[src/hrs_pkg.sv]
// hrs_pkg: sizes, generator constants and the controller/datapath command types
// of the hashed random shuffle block.
// No dependencies.
`timescale 1ns / 1ps
`default_nettype none

package hrs_pkg;

    // batch store
    localparam int MAX_ITEMS  = 64;
    localparam int ITEM_WIDTH = 8;
    localparam int IDX_W      = (MAX_ITEMS > 1) ? $clog2(MAX_ITEMS) : 1;
    localparam int CNT_W      = $clog2(MAX_ITEMS + 1);
    localparam int REM_W      = $clog2(2 * MAX_ITEMS);

    // generator
    localparam int GEN_W       = 64;
    localparam int HALF_W      = GEN_W / 2;
    localparam int MUL_A_W     = 15;
    localparam int PROD_W      = HALF_W + MUL_A_W;
    localparam int DIV_CNT_W   = $clog2(GEN_W);
    localparam int GEN_ROT     = 17;
    localparam int MUL_B_SHIFT = 16;   // 65537 = 1 + 2^16

    localparam logic [GEN_W-1:0]   GEN_SEED  = 64'hCAFE_BABE_DEAD_BEEF;
    localparam logic [MUL_A_W-1:0] GEN_MUL_A = 15'd31337;
    localparam logic [GEN_W-1:0]   GEN_XOR_A = 64'h0000_0000_FEED_FACE;
    localparam logic [GEN_W-1:0]   GEN_SUB   = 64'd911911911911;
    localparam logic [GEN_W-1:0]   GEN_XOR_B = 64'h0003_1415_9265_3589;

    typedef enum logic [1:0] {
        WR_NONE,
        WR_SWAP_I,
        WR_SWAP_J
    } hrs_wr_sel_t;

    typedef struct packed {
        logic        load_take;  // input request accepted this cycle
        logic        mul_lo;     // low half times 31337
        logic        mul_hi;     // high half times 31337, combine
        logic        mix_a;      // xor, rotate, subtract
        logic        mix_b;      // times 65537, xor, start modulo
        logic        div_step;   // one remainder bit
        logic        rd_j;       // read store at target instead of index
        logic        latch_vi;   // hold item at index
        hrs_wr_sel_t wr_sel;
        logic        idx_clr;
        logic        idx_inc;
        logic        out_load;
        logic        count_clr;
    } hrs_cmd_t;

    typedef struct packed {
        logic last_pos;   // index is the final position of the batch
        logic swap_need;  // target differs from index
        logic out_free;   // output register can take a new request
    } hrs_status_t;

endpackage

`default_nettype wire

[src/hrs_if.sv]
// hrs_if: valid/ready channel interfaces for input items and shuffled results.
// Depends on hrs_pkg.
`timescale 1ns / 1ps
`default_nettype none

interface hrs_in_if;
    logic                           valid;
    logic                           ready;
    logic [hrs_pkg::ITEM_WIDTH-1:0] item_value;
    logic                           item_last;

    modport source (output valid, output item_value, output item_last, input ready);
    modport sink (input valid, input item_value, input item_last, output ready);
endinterface

interface hrs_out_if;
    logic                           valid;
    logic                           ready;
    logic [hrs_pkg::ITEM_WIDTH-1:0] out_value;
    logic                           out_last;

    modport source (output valid, output out_value, output out_last, input ready);
    modport sink (input valid, input out_value, input out_last, output ready);
endinterface

`default_nettype wire

[src/hashed_random_shuffle.sv]
// hashed_random_shuffle: top level, joins sequencer, datapath and channels.
// Depends on hrs_pkg, hrs_if, hrs_ram, hrs_datapath and hrs_ctrl.
`timescale 1ns / 1ps
`default_nettype none

// The block collects a batch of 8-bit items, one per input request, until a
// request marked last arrives; items past the 64-entry store are dropped, but
// a dropped last item still closes the batch. The batch is then shuffled in
// place: for every position a 64-bit generator (seeded once at reset and never
// reseeded between batches) is advanced, its value modulo the batch size picks
// a partner, and the two entries are swapped. The shuffled batch leaves in
// order, one output request per item, with the final one marked last.
// Loading takes one item per cycle while requests are offered. Each shuffle
// position advances the generator, runs the one-bit-per-cycle modulo unit and
// reads the item at the index; a swap adds a read at the partner and two
// writes (the store has a single read and a single write port). Emission loads
// each item when the output register is free. The input takes no item from
// the last request of a batch until its final result sits in the output
// register; that result may wait there while the next batch loads.

module hashed_random_shuffle (
    input wire logic clk,
    input wire logic rst_n,
    hrs_in_if.sink   in_ch,
    hrs_out_if.source out_ch
);

    hrs_pkg::hrs_cmd_t    cmd;
    hrs_pkg::hrs_status_t status;
    logic                 ready;

    // sequencer: owns the input handshake and all step timing
    hrs_ctrl u_ctrl (
        .clk      (clk),
        .rst_n    (rst_n),
        .in_valid (in_ch.valid),
        .in_last  (in_ch.item_last),
        .in_ready (ready),
        .status   (status),
        .cmd      (cmd)
    );

    // datapath: store, generator, modulo unit and output register
    hrs_datapath u_datapath (
        .clk        (clk),
        .rst_n      (rst_n),
        .cmd        (cmd),
        .status     (status),
        .item_value (in_ch.item_value),
        .out_valid  (out_ch.valid),
        .out_ready  (out_ch.ready),
        .out_value  (out_ch.out_value),
        .out_last   (out_ch.out_last)
    );

    assign in_ch.ready = ready;

endmodule

`default_nettype wire

[src/hrs_ram.sv]
// hrs_ram: generic simple dual-port ram, one write and one registered read port.
// No dependencies.
`timescale 1ns / 1ps
`default_nettype none

module hrs_ram #(
    parameter int WIDTH = 8,
    parameter int DEPTH = 64
) (
    input  wire logic                             clk,
    input  wire logic                             we,
    input  wire logic [$clog2(DEPTH)-1:0]         waddr,
    input  wire logic [WIDTH-1:0]                 wdata,
    input  wire logic [$clog2(DEPTH)-1:0]         raddr,
    output logic      [WIDTH-1:0]                 rdata
);

    logic [WIDTH-1:0] mem [DEPTH];

    always_ff @(posedge clk)
    begin
        if (we)
        begin
            mem[waddr] <= wdata;
        end
        rdata <= mem[raddr];
    end

endmodule

`default_nettype wire

[src/hrs_datapath.sv]
// hrs_datapath: batch store, generator, bit-serial modulo unit, swap path and
// output register of the shuffle block. Depends on hrs_pkg and hrs_ram.
`timescale 1ns / 1ps
`default_nettype none

module hrs_datapath (
    input  wire logic                           clk,
    input  wire logic                           rst_n,
    input  wire hrs_pkg::hrs_cmd_t              cmd,
    output hrs_pkg::hrs_status_t                status,
    input  wire logic [hrs_pkg::ITEM_WIDTH-1:0] item_value,
    output logic                                out_valid,
    input  wire logic                           out_ready,
    output logic      [hrs_pkg::ITEM_WIDTH-1:0] out_value,
    output logic                                out_last
);

    logic [hrs_pkg::GEN_W-1:0]      g_reg;
    logic [hrs_pkg::GEN_W-1:0]      mix_reg;
    logic [hrs_pkg::PROD_W-1:0]     plo_reg;
    logic [hrs_pkg::GEN_W-1:0]      div_sh_reg;
    logic [hrs_pkg::REM_W-1:0]      rem_reg;
    logic [hrs_pkg::IDX_W-1:0]      idx_reg;
    logic [hrs_pkg::CNT_W-1:0]      count_reg;
    logic [hrs_pkg::ITEM_WIDTH-1:0] vi_reg;
    logic [hrs_pkg::ITEM_WIDTH-1:0] out_value_reg;
    logic                           out_last_reg;
    logic                           out_valid_reg;

    logic [hrs_pkg::HALF_W-1:0]     mul_in;
    logic [hrs_pkg::PROD_W-1:0]     prod;
    logic [hrs_pkg::HALF_W-1:0]     hi_sum;
    logic [hrs_pkg::GEN_W-1:0]      xa;
    logic [hrs_pkg::GEN_W-1:0]      mix_a_next;
    logic [hrs_pkg::GEN_W-1:0]      mix_b_next;
    logic [hrs_pkg::REM_W-1:0]      rem_sh;
    logic [hrs_pkg::REM_W-1:0]      rem_next;
    logic [hrs_pkg::IDX_W-1:0]      j_idx;
    logic                           store_full;

    logic                           ram_we;
    logic [hrs_pkg::IDX_W-1:0]      ram_waddr;
    logic [hrs_pkg::ITEM_WIDTH-1:0] ram_wdata;
    logic [hrs_pkg::IDX_W-1:0]      ram_raddr;
    logic [hrs_pkg::ITEM_WIDTH-1:0] ram_rdata;

    // one shared 32x15 multiplier for both halves of g * 31337
    assign mul_in = cmd.mul_hi ? g_reg[hrs_pkg::GEN_W-1:hrs_pkg::HALF_W]
                               : g_reg[hrs_pkg::HALF_W-1:0];
    assign prod   = hrs_pkg::PROD_W'(mul_in) * hrs_pkg::PROD_W'(hrs_pkg::GEN_MUL_A);
    assign hi_sum = prod[hrs_pkg::HALF_W-1:0]
                  + hrs_pkg::HALF_W'(plo_reg[hrs_pkg::PROD_W-1:hrs_pkg::HALF_W]);

    assign xa         = mix_reg ^ hrs_pkg::GEN_XOR_A;
    assign mix_a_next = {xa[hrs_pkg::GEN_ROT-1:0], xa[hrs_pkg::GEN_W-1:hrs_pkg::GEN_ROT]}
                      - hrs_pkg::GEN_SUB;
    assign mix_b_next = (mix_reg + (mix_reg << hrs_pkg::MUL_B_SHIFT)) ^ hrs_pkg::GEN_XOR_B;

    // restoring remainder, one dividend bit per step
    assign rem_sh   = {rem_reg[hrs_pkg::REM_W-2:0], div_sh_reg[hrs_pkg::GEN_W-1]};
    assign rem_next = (rem_sh >= hrs_pkg::REM_W'(count_reg))
                    ? rem_sh - hrs_pkg::REM_W'(count_reg) : rem_sh;
    assign j_idx    = rem_reg[hrs_pkg::IDX_W-1:0];

    assign store_full = (count_reg == hrs_pkg::CNT_W'(hrs_pkg::MAX_ITEMS));

    always_comb
    begin
        ram_we    = 1'b0;
        ram_waddr = count_reg[hrs_pkg::IDX_W-1:0];
        ram_wdata = item_value;
        unique case (cmd.wr_sel)
            hrs_pkg::WR_SWAP_I:
            begin
                ram_we    = 1'b1;
                ram_waddr = idx_reg;
                ram_wdata = ram_rdata;
            end
            hrs_pkg::WR_SWAP_J:
            begin
                ram_we    = 1'b1;
                ram_waddr = j_idx;
                ram_wdata = vi_reg;
            end
            default:
            begin
                ram_we = cmd.load_take && !store_full;
            end
        endcase
    end

    assign ram_raddr = cmd.rd_j ? j_idx : idx_reg;

    hrs_ram #(
        .WIDTH (hrs_pkg::ITEM_WIDTH),
        .DEPTH (hrs_pkg::MAX_ITEMS)
    ) u_store (
        .clk   (clk),
        .we    (ram_we),
        .waddr (ram_waddr),
        .wdata (ram_wdata),
        .raddr (ram_raddr),
        .rdata (ram_rdata)
    );

    // control state
    always_ff @(posedge clk or negedge rst_n)
    begin
        if (!rst_n)
        begin
            g_reg         <= hrs_pkg::GEN_SEED;
            idx_reg       <= '0;
            count_reg     <= '0;
            out_valid_reg <= 1'b0;
        end
        else
        begin
            if (cmd.mix_b)
            begin
                g_reg <= mix_b_next;
            end
            if (cmd.idx_clr)
            begin
                idx_reg <= '0;
            end
            else if (cmd.idx_inc)
            begin
                idx_reg <= idx_reg + 1'b1;
            end
            if (cmd.count_clr)
            begin
                count_reg <= '0;
            end
            else if (cmd.load_take && !store_full)
            begin
                count_reg <= count_reg + 1'b1;
            end
            if (cmd.out_load)
            begin
                out_valid_reg <= 1'b1;
            end
            else if (out_ready)
            begin
                out_valid_reg <= 1'b0;
            end
        end
    end

    // payload
    always_ff @(posedge clk)
    begin
        if (cmd.mul_lo)
        begin
            plo_reg <= prod;
        end
        if (cmd.mul_hi)
        begin
            mix_reg <= {hi_sum, plo_reg[hrs_pkg::HALF_W-1:0]};
        end
        else if (cmd.mix_a)
        begin
            mix_reg <= mix_a_next;
        end
        if (cmd.mix_b)
        begin
            div_sh_reg <= mix_b_next;
            rem_reg    <= '0;
        end
        else if (cmd.div_step)
        begin
            div_sh_reg <= div_sh_reg << 1;
            rem_reg    <= rem_next;
        end
        if (cmd.latch_vi)
        begin
            vi_reg <= ram_rdata;
        end
        if (cmd.out_load)
        begin
            out_value_reg <= ram_rdata;
            out_last_reg  <= status.last_pos;
        end
    end

    assign status.last_pos  = (hrs_pkg::CNT_W'(idx_reg) + 1'b1) == count_reg;
    assign status.swap_need = (idx_reg != j_idx);
    assign status.out_free  = !out_valid_reg || out_ready;

    assign out_valid = out_valid_reg;
    assign out_value = out_value_reg;
    assign out_last  = out_last_reg;

endmodule

`default_nettype wire

[src/hrs_ctrl.sv]
// hrs_ctrl: sequencer of the shuffle block: load, per-position generator and
// modulo steps, swap, and emission. Depends on hrs_pkg.
`timescale 1ns / 1ps
`default_nettype none

module hrs_ctrl (
    input  wire logic                 clk,
    input  wire logic                 rst_n,
    input  wire logic                 in_valid,
    input  wire logic                 in_last,
    output logic                      in_ready,
    input  wire hrs_pkg::hrs_status_t status,
    output hrs_pkg::hrs_cmd_t         cmd
);

    typedef enum logic [3:0] {
        ST_LOAD,
        ST_MUL_LO,
        ST_MUL_HI,
        ST_MIX_A,
        ST_MIX_B,
        ST_DIV,
        ST_SW_RD_I,
        ST_SW_RD_J,
        ST_SW_WR_I,
        ST_SW_WR_J,
        ST_EMIT_RD,
        ST_EMIT_LD
    } state_t;

    state_t                        state_reg;
    state_t                        state_next;
    logic [hrs_pkg::DIV_CNT_W-1:0] div_cnt_reg;
    logic [hrs_pkg::DIV_CNT_W-1:0] div_cnt_next;
    logic                          div_done;

    assign div_done = (div_cnt_reg == hrs_pkg::DIV_CNT_W'(hrs_pkg::GEN_W - 1));

    always_ff @(posedge clk or negedge rst_n)
    begin
        if (!rst_n)
        begin
            state_reg   <= ST_LOAD;
            div_cnt_reg <= '0;
        end
        else
        begin
            state_reg   <= state_next;
            div_cnt_reg <= div_cnt_next;
        end
    end

    always_comb
    begin
        state_next   = state_reg;
        div_cnt_next = div_cnt_reg;
        cmd          = '0;
        cmd.wr_sel   = hrs_pkg::WR_NONE;
        in_ready     = 1'b0;
        unique case (state_reg)
            ST_LOAD:
            begin
                in_ready      = 1'b1;
                cmd.idx_clr   = 1'b1;
                cmd.load_take = in_valid;
                if (in_valid && in_last)
                begin
                    state_next = ST_MUL_LO;
                end
            end
            ST_MUL_LO:
            begin
                cmd.mul_lo = 1'b1;
                state_next = ST_MUL_HI;
            end
            ST_MUL_HI:
            begin
                cmd.mul_hi = 1'b1;
                state_next = ST_MIX_A;
            end
            ST_MIX_A:
            begin
                cmd.mix_a  = 1'b1;
                state_next = ST_MIX_B;
            end
            ST_MIX_B:
            begin
                cmd.mix_b    = 1'b1;
                div_cnt_next = '0;
                state_next   = ST_DIV;
            end
            ST_DIV:
            begin
                cmd.div_step = 1'b1;
                div_cnt_next = div_cnt_reg + 1'b1;
                if (div_done)
                begin
                    state_next = ST_SW_RD_I;
                end
            end
            ST_SW_RD_I:
            begin
                // read of item at index is issued here either way
                if (status.swap_need)
                begin
                    state_next = ST_SW_RD_J;
                end
                else if (status.last_pos)
                begin
                    cmd.idx_clr = 1'b1;
                    state_next  = ST_EMIT_RD;
                end
                else
                begin
                    cmd.idx_inc = 1'b1;
                    state_next  = ST_MUL_LO;
                end
            end
            ST_SW_RD_J:
            begin
                cmd.rd_j     = 1'b1;
                cmd.latch_vi = 1'b1;
                state_next   = ST_SW_WR_I;
            end
            ST_SW_WR_I:
            begin
                cmd.wr_sel = hrs_pkg::WR_SWAP_I;
                state_next = ST_SW_WR_J;
            end
            ST_SW_WR_J:
            begin
                cmd.wr_sel = hrs_pkg::WR_SWAP_J;
                if (status.last_pos)
                begin
                    cmd.idx_clr = 1'b1;
                    state_next  = ST_EMIT_RD;
                end
                else
                begin
                    cmd.idx_inc = 1'b1;
                    state_next  = ST_MUL_LO;
                end
            end
            ST_EMIT_RD:
            begin
                if (status.out_free)
                begin
                    state_next = ST_EMIT_LD;
                end
            end
            ST_EMIT_LD:
            begin
                cmd.out_load = 1'b1;
                if (status.last_pos)
                begin
                    cmd.count_clr = 1'b1;
                    cmd.idx_clr   = 1'b1;
                    state_next    = ST_LOAD;
                end
                else
                begin
                    cmd.idx_inc = 1'b1;
                    state_next  = ST_EMIT_RD;
                end
            end
            default:
            begin
                state_next = ST_LOAD;
            end
        endcase
    end

endmodule

`default_nettype wire

[src/flat_wrapper.sv]
// flat-port wrapper written by rule: the top's interface ports become plain ports
module hashed_random_shuffle_flat 
  (clk, rst_n, in_ch_valid, in_ch_item_value, in_ch_item_last, in_ch_ready, out_ch_valid, out_ch_out_value, out_ch_out_last, out_ch_ready);
  hrs_in_if in_ch_i ();
  hrs_out_if out_ch_i ();
  input wire logic clk;
  input wire logic rst_n;
  input wire logic [$bits(in_ch_i.valid)-1:0] in_ch_valid;
  input wire logic [$bits(in_ch_i.item_value)-1:0] in_ch_item_value;
  input wire logic [$bits(in_ch_i.item_last)-1:0] in_ch_item_last;
  output wire logic [$bits(in_ch_i.ready)-1:0] in_ch_ready;
  output wire logic [$bits(out_ch_i.valid)-1:0] out_ch_valid;
  output wire logic [$bits(out_ch_i.out_value)-1:0] out_ch_out_value;
  output wire logic [$bits(out_ch_i.out_last)-1:0] out_ch_out_last;
  input wire logic [$bits(out_ch_i.ready)-1:0] out_ch_ready;
  assign in_ch_i.valid = in_ch_valid;
  assign in_ch_i.item_value = in_ch_item_value;
  assign in_ch_i.item_last = in_ch_item_last;
  assign in_ch_ready = in_ch_i.ready;
  assign out_ch_valid = out_ch_i.valid;
  assign out_ch_out_value = out_ch_i.out_value;
  assign out_ch_out_last = out_ch_i.out_last;
  assign out_ch_i.ready = out_ch_ready;
  hashed_random_shuffle u_core (.clk(clk), .rst_n(rst_n), .in_ch(in_ch_i), .out_ch(out_ch_i));
endmodule
[config.mk]
export PLATFORM = sky130hd
export DESIGN_NAME = hashed_random_shuffle_flat
export DESIGN_NICKNAME = d
export VERILOG_FILES = /design/src/hrs_pkg.sv /design/src/hrs_if.sv /design/src/hashed_random_shuffle.sv /design/src/hrs_ram.sv /design/src/hrs_datapath.sv /design/src/hrs_ctrl.sv /design/src/flat_wrapper.sv
export SDC_FILE = /design/constraint.sdc
export NUM_CORES = 2
export LEC_CHECK = 0
export BUFFER_PORTS_ARGS = -buffer_cell sky130_fd_sc_hd__buf_2
export CAP_MARGIN = 20
export CORE_ASPECT_RATIO = 0.8
export CORE_MARGIN = 3
export CORE_UTILIZATION = 54
export CTS_BUF_LIST = sky130_fd_sc_hd__clkbuf_16
export CTS_CLUSTER_SIZE = 10
export DETAILED_ROUTE_END_ITERATION = 16
export GPL_TIMING_DRIVEN = 0
export PLACE_DENSITY = 0.79
export SLEW_MARGIN = 5
export SYNTH_ARGS = -nofsm -noshare
export SYNTH_HDL_FRONTEND = slang
export SYNTH_SLANG_ARGS = --single-unit
[constraint.sdc]
create_clock -name clk -period 8.05 [get_ports clk]
set_input_delay 0.4025 -clock clk [delete_from_list [all_inputs] [get_ports clk]]
set_output_delay 0.4025 -clock clk [all_outputs]
set_load 0.01 [all_outputs]
**Word-level counts from Yosys, hierarchy flattened**

Memories as Yosys holds them, arrays and structs flattened. A register that Yosys moved wholly into a read port is not among the register bits.
Cells that the tools add are included.

- Output and inout bits: 11
- Input port bits: 13
- Register bits: 286
- Memories kept: 1
- Bits in writable memories: 512

Memories:

| name | depth | width | read ports | clocked after Yosys merged registers in | write ports | RTL line | text |
|---|---|---|---|---|---|---|---|
| u_core.u_datapath.u_store.mem | 64 | 8 | 1 | 1 | 1 | hrs_ram.sv:18 | `logic [WIDTH-1:0] mem [DEPTH];` |

- Order comparisons: 1
- Bitwise logic cells: 2
- Add/sub/neg operators: 8
- Multiplexer cells: 41
- Equality and inequality tests: 20
- Multiply operators: 1
- Reductions and logical operators: 15

Operators by type and width:

| cell | number |
|---|---|
| $mux 64 | 4 |
| $add 64x64->64 | 1 |
| $sub 64x40->64 const B | 1 |
| $pmux 4 s12 | 1 |
| $mul 32x15->47 const B | 1 |
| $add 32x15->32 | 1 |
| $mux 32 | 1 |
| $mux 4 | 6 |
| $mux 6 | 4 |
| $not 24->24 | 1 |
| $pmux 6 s2 | 2 |
| $not 21->21 | 1 |
| $eq 4x3->1 const B | 4 |
| $eq 4x4->1 const B | 4 |
| $pmux 8 s2 | 1 |
| $mux 1 | 14 |
| $mux 7 | 2 |
| $add 6x1->6 const B | 2 |
| $reduce_bool 2->1 | 6 |
| $eq 4x2->1 const B | 2 |
| $add 6x1->7 const B | 1 |
| $add 7x1->7 const B | 1 |
| $eq 7x7->1 | 1 |
| $eq 7x7->1 const B | 1 |
| 19 further kinds | 25 |

**Logic depth before layout (Yosys ltp)**

- Depth after elaboration: 7
- Depth in mapped cells: 34
- Depth with buffers taken out: 32

**Cells and area by module**

Synthesis repeated with hierarchy kept, for this count alone.

- Cells, all modules: 3,672
- Area total of the unflattened synthesis: 46,737.3 um^2

By module, submodules not included:

| module | area an instance (um^2) | cells each | sequential area each (um^2) | times used |
|---|---|---|---|---|
| hrs_datapath | 25,854.8 | 2,640 | 7,895.1 | 1 |
| hrs_ram | 20,166.8 | 940 | 15,534.9 | 1 |
| hrs_ctrl | 715.7 | 92 | 250.2 | 1 |

**Least setup slack after synthesis**

Ideal clock, no wire load.

- Kind: register -> register
- Start point: reg u_core.u_ctrl.state_reg[0]
- End point: reg u_core.u_datapath.mix_reg[61] (netlist bit), data pin
- Library setup time: 0.260 ns
- Data required time: 7.790 ns
- Slack: -0.058 ns
- Path buffers: 6
- Stages on the path, launching flop included: 29
- Arrival time: 7.849 ns
- Period minus slack after synthesis: 8.108 ns
- Cell sequence: dfrtp_1 buf_6 nor4b_4 buf_2 clkbuf_1 buf_1 mux2i_1 inv_1 ha_1 inv_1 fa_1 fa_1 fa_1 inv_1 fa_1 ha_1 ha_1 buf_2 a21oi_1 o21ai_1 mux2_2 a21oi_1 o211ai_1 nor4_1 and2_1 buf_6 nand4_1 xnor2_1 mux2_2

- Longest elaborated chain between the ends: 6

Ends and longest elaborated chain:

| item | RTL line | text |
|---|---|---|
| start: declaration | hrs_ctrl.sv:31 | `state_t state_reg;` |
| start signal: assignment | hrs_ctrl.sv:48 | `state_reg <= state_next;` |
| $eq 4x2->1 * | hrs_ctrl.sv:60 | `unique case (state_reg)` |
| $mux 1 * | hrs_ctrl.sv:60 |  |
| $mux 32 | hrs_datapath.sv:48 | `assign mul_in = cmd.mul_hi ? g_reg[hrs_pkg::GEN_W-1:hrs_pkg::HALF_W]` |
| $mul 32x15->47 | hrs_datapath.sv:50 | `assign prod = hrs_pkg::PROD_W'(mul_in) * hrs_pkg::PROD_W'(hrs_pkg::GEN_MUL_A);` |
| $add 32x15->32 | hrs_datapath.sv:52 | `+ hrs_pkg::HALF_W'(plo_reg[hrs_pkg::PROD_W-1:hrs_pkg::HALF_W]);` |
| $mux 64 * | hrs_datapath.sv:156 | `if (cmd.mul_hi)` |
| end signal: assignment | hrs_datapath.sv:158 | `mix_reg <= {hi_sum, plo_reg[hrs_pkg::HALF_W-1:0]};` |
| end signal: assignment | hrs_datapath.sv:162 | `mix_reg <= mix_a_next;` |
| end: declaration | hrs_datapath.sv:19 | `logic [hrs_pkg::GEN_W-1:0] mix_reg;` |

Every way passes the cells marked *; elsewhere a longest branch is shown, timed or not.
A chain may end at the register's enable or synchronous reset.

**Worst setup path after layout**

Same ends and word-level chain as after synthesis.

==> flow_summary.toml <==
[route]
drc = 0
wire_per_inst_um = 25.7
wl_met2_um = 54200
drtIter0Drc = 4647
routed-wl-met3_um = 18800
viasPerCell = 6.32
wl_um = 131000
routed.top_layer = "met4"
routed-via-count = 32100
drtPass1Iterations = 9
ant_nets = 0
drt-met1-wl_um = 53000

[final_layout]
finalNonFillerCells = 5084
seqCellArea_um2 = 23700
largest_register_ffs = 512
syn2layout_area_growth_pct = 12.4
fillCellCount = 6165
layout.nets = 4378
drive_gt1_share_pct = 13.0
multiInputGateArea_um2 = 21600
design_area_um2 = 52300
regMostFlops = "u_core.u_datapath.u_store.mem"

[setup_path]
cp-start-kind = "flip-flop"
crit_required_ns = 8.47
worstSetupEndpointType = "flip-flop"
critPathMaxStageDelay_ns = 0.56
critPathKind = "reg2reg"
worstPathArrival_ns = 8.27
cp_common_cell = "fa_1"
critPathSlowestCell = "fa_1"
crit_fanout = 10

[die]
die_h_um = 269
die_area_um2 = 89800
chipWidth_um = 334
start_util_pct = 54.9
ioPinCount = 24
coreArea_um2 = 84800
row_count = 95

[power_and_ir_drop]
p_per_area_nw_per_um2 = 160
p_leak_nw = 20.4
ir_drop_v = 0.000162

[timing]
slew_headroom_pct = 27.0
rsz0062_at_grt = "true"
drv_slew = 0
skew_ns = 0.0574
tightest_slew_ns = 1.09
setup_viol = 0
finalHoldViolations = 0
timing.final.crit_period_ns = 7.85
fin_setup_tns_ns = 0
holdWs_ns = 0.318
fmax_ghz = 0.127
min_period_over_period_pct = 97.6
fin_ws_ns = 0.197

[global_routing]
grt_usage_pct = 29.0
grt_pass1_vias = 31300
grt_pass1_wl_um = 195000
grt_antenna_before_repair = 7
grt-ovfl-total = 0
grt_max_degree = 67

[synth]
netlist_area_um2 = 46600
ys_warn_count = 0
synthFlopType = "edfxtp_1"
yosysTopAreaCellShare_pct = 45.4
synth-seq-cells = 806
yosys.cell_count.top_type = "edfxtp_1"
ys_top_cells_by_area = "edfxtp_1 45%, fa_1 8.3%, ha_1 7.0%, mux4_2 6.2%, nand2_1 3.4%"
synthTopCellsByCount = "704 x edfxtp_1, 419 x nand2_1, 348 x inv_1"
syn_nets = 4208
synth_cell_types = 90
ys_seq_area_share_pct = 50.9
syn_area_per_cell_um2 = 12.4
yosysTopAreaCell = "edfxtp_1"
synth_cells = 3741
synth_async_sr_flop_share_pct = 10.9
synth_edf_count = 704

[placed_design]
placed_cells = 4902
gp_congestion = 0.997
place_ws_ns = -2.30
dp.final_hpwl_um = 95600
io_buffers = 23
placed_area_um2 = 48700

[min_path]
hp-class = "in2reg"

[clock_network]
clkTransAtPathRegs_ns = 0.06
clockBufferDepth = 3
cts.sinks = 806
cts_tree = "built"
clk_latency_ns = 0.67
cts_root_buf = "clkbuf_16"
numCtsBuffers = 92
h-tree-depth = 3

[flow_run]
drv_cap = 0

[status]
outcome = "completed"
==> cells in the final DEF (no fill, tap or decap), drive strengths merged, types with 16 or more instances in the layout <==
cell	n
a211oi	55
a21o	79
a21oi	178
a311oi	18
a31oi	37
and2	50
and3	22
buf	119
clkbuf	187
dfrtp	42
dfstp	46
edfxtp	704
fa	194
ha	260
inv	390
mux2i	51
mux4	128
nand2	419
nand2b	16
nand3	47
nand4	34
nor2	215
nor2b	29
nor3	30
nor4	16
o21a	35
o21ai	168
or2	16
xnor2	134
xor2	57
==> path summary, 6_finish.rpt <==
check / startpoint / end / slack, ns / cells past startpoint
setup / recovery: u_core.u_ctrl.state_reg[0] / u_core.u_datapath.mix_reg[61] / 0.20 / 27
hold / removal: in_ch_item_value[2] / u_core.u_datapath.u_store.mem[25][2] / 0.32 / 3
max in group asynchronous: rst_n / u_core.u_datapath.g_reg[33] / 6.99 / 3
min in group asynchronous: rst_n / u_core.u_datapath.g_reg[8] / 0.36 / 2
setup reg to reg: u_core.u_ctrl.state_reg[0] / u_core.u_datapath.mix_reg[61] / 0.20 / 27
hold reg to reg: u_core.u_datapath.u_store.rdata[4] / u_core.u_datapath.vi_reg[4] / 0.43 / 0
==> worst max-delay path, delay by kind of cell (launching register included) <==
| family | cells | cell delay [ns] |
|---|---|---|
| adders and majority gates | 7 | 3.36 |
| buffers and inverters | 8 | 1.18 |
| AOI/OAI and AO/OA | 5 | 1.14 |
| muxes | 2 | 0.62 |
| and+or+nand+nor | 3 | 0.53 |
| xor gates and xnor gates | 2 | 0.40 |
| DFF | 1 | 0.37 |
==> routing by layer <==
layer  global-route usage [%]  vias to the layer above
met3                     9.21                      332
met5                        0                        -
met1                     42.9                    15900
met2                     40.8                     2063
li1                         -                    13900
met4                     9.52                        0
==> stage by stage <==
stage               power, mW  util (%)
detailed placement       4.70      57.4
floorplan                4.64         -
global route             8.54      61.7
CTS                      8.36      61.1
global placement         4.69      56.7
finish                   8.36      61.7
==> logic make-up after synthesis <==
logic type | Yosys count | synth area share [%]
mux | 186 | 7.46
buf+inv | 488 | 4.18
flops | 806 | 50.9
xor+xnor | 191 | 3.59
fa+ha+maj | 454 | 15.3
compound gates | 689 | 9.52
simple gates | 927 | 9.07
==> cell type report <==
class                   instances  area share (%)
diodes                          6          0.0287
plain buffers                 134            1.29
clock buffers                  94            4.50
clock inverters                52           0.619
inverters                     350            2.54
multi-input cells            2447            41.3
flip-flops and latches        806            45.3
well taps                    1115            2.67
repair buffers                 80            1.85
==> repair_timing <==
action | CTS | global route
endpoints found under the setup margin | 56 | 21
pin swaps | 2 | 2
gates resized for setup | 63 | 60
hold buffers | 2 | 0
endpoints found under the hold margin | 23 | 0
gates cloned | 0 | 0
setup buffers | 11 | 19
==> power by group <==
part | switching (mW) | internal (mW)
registers | 0.0000000000000000261 | 4.53
logic | 0.0640 | 0.0251
clock network | 1.64 | 2.10
Note: power is estimated with default switching activity, not from simulation.
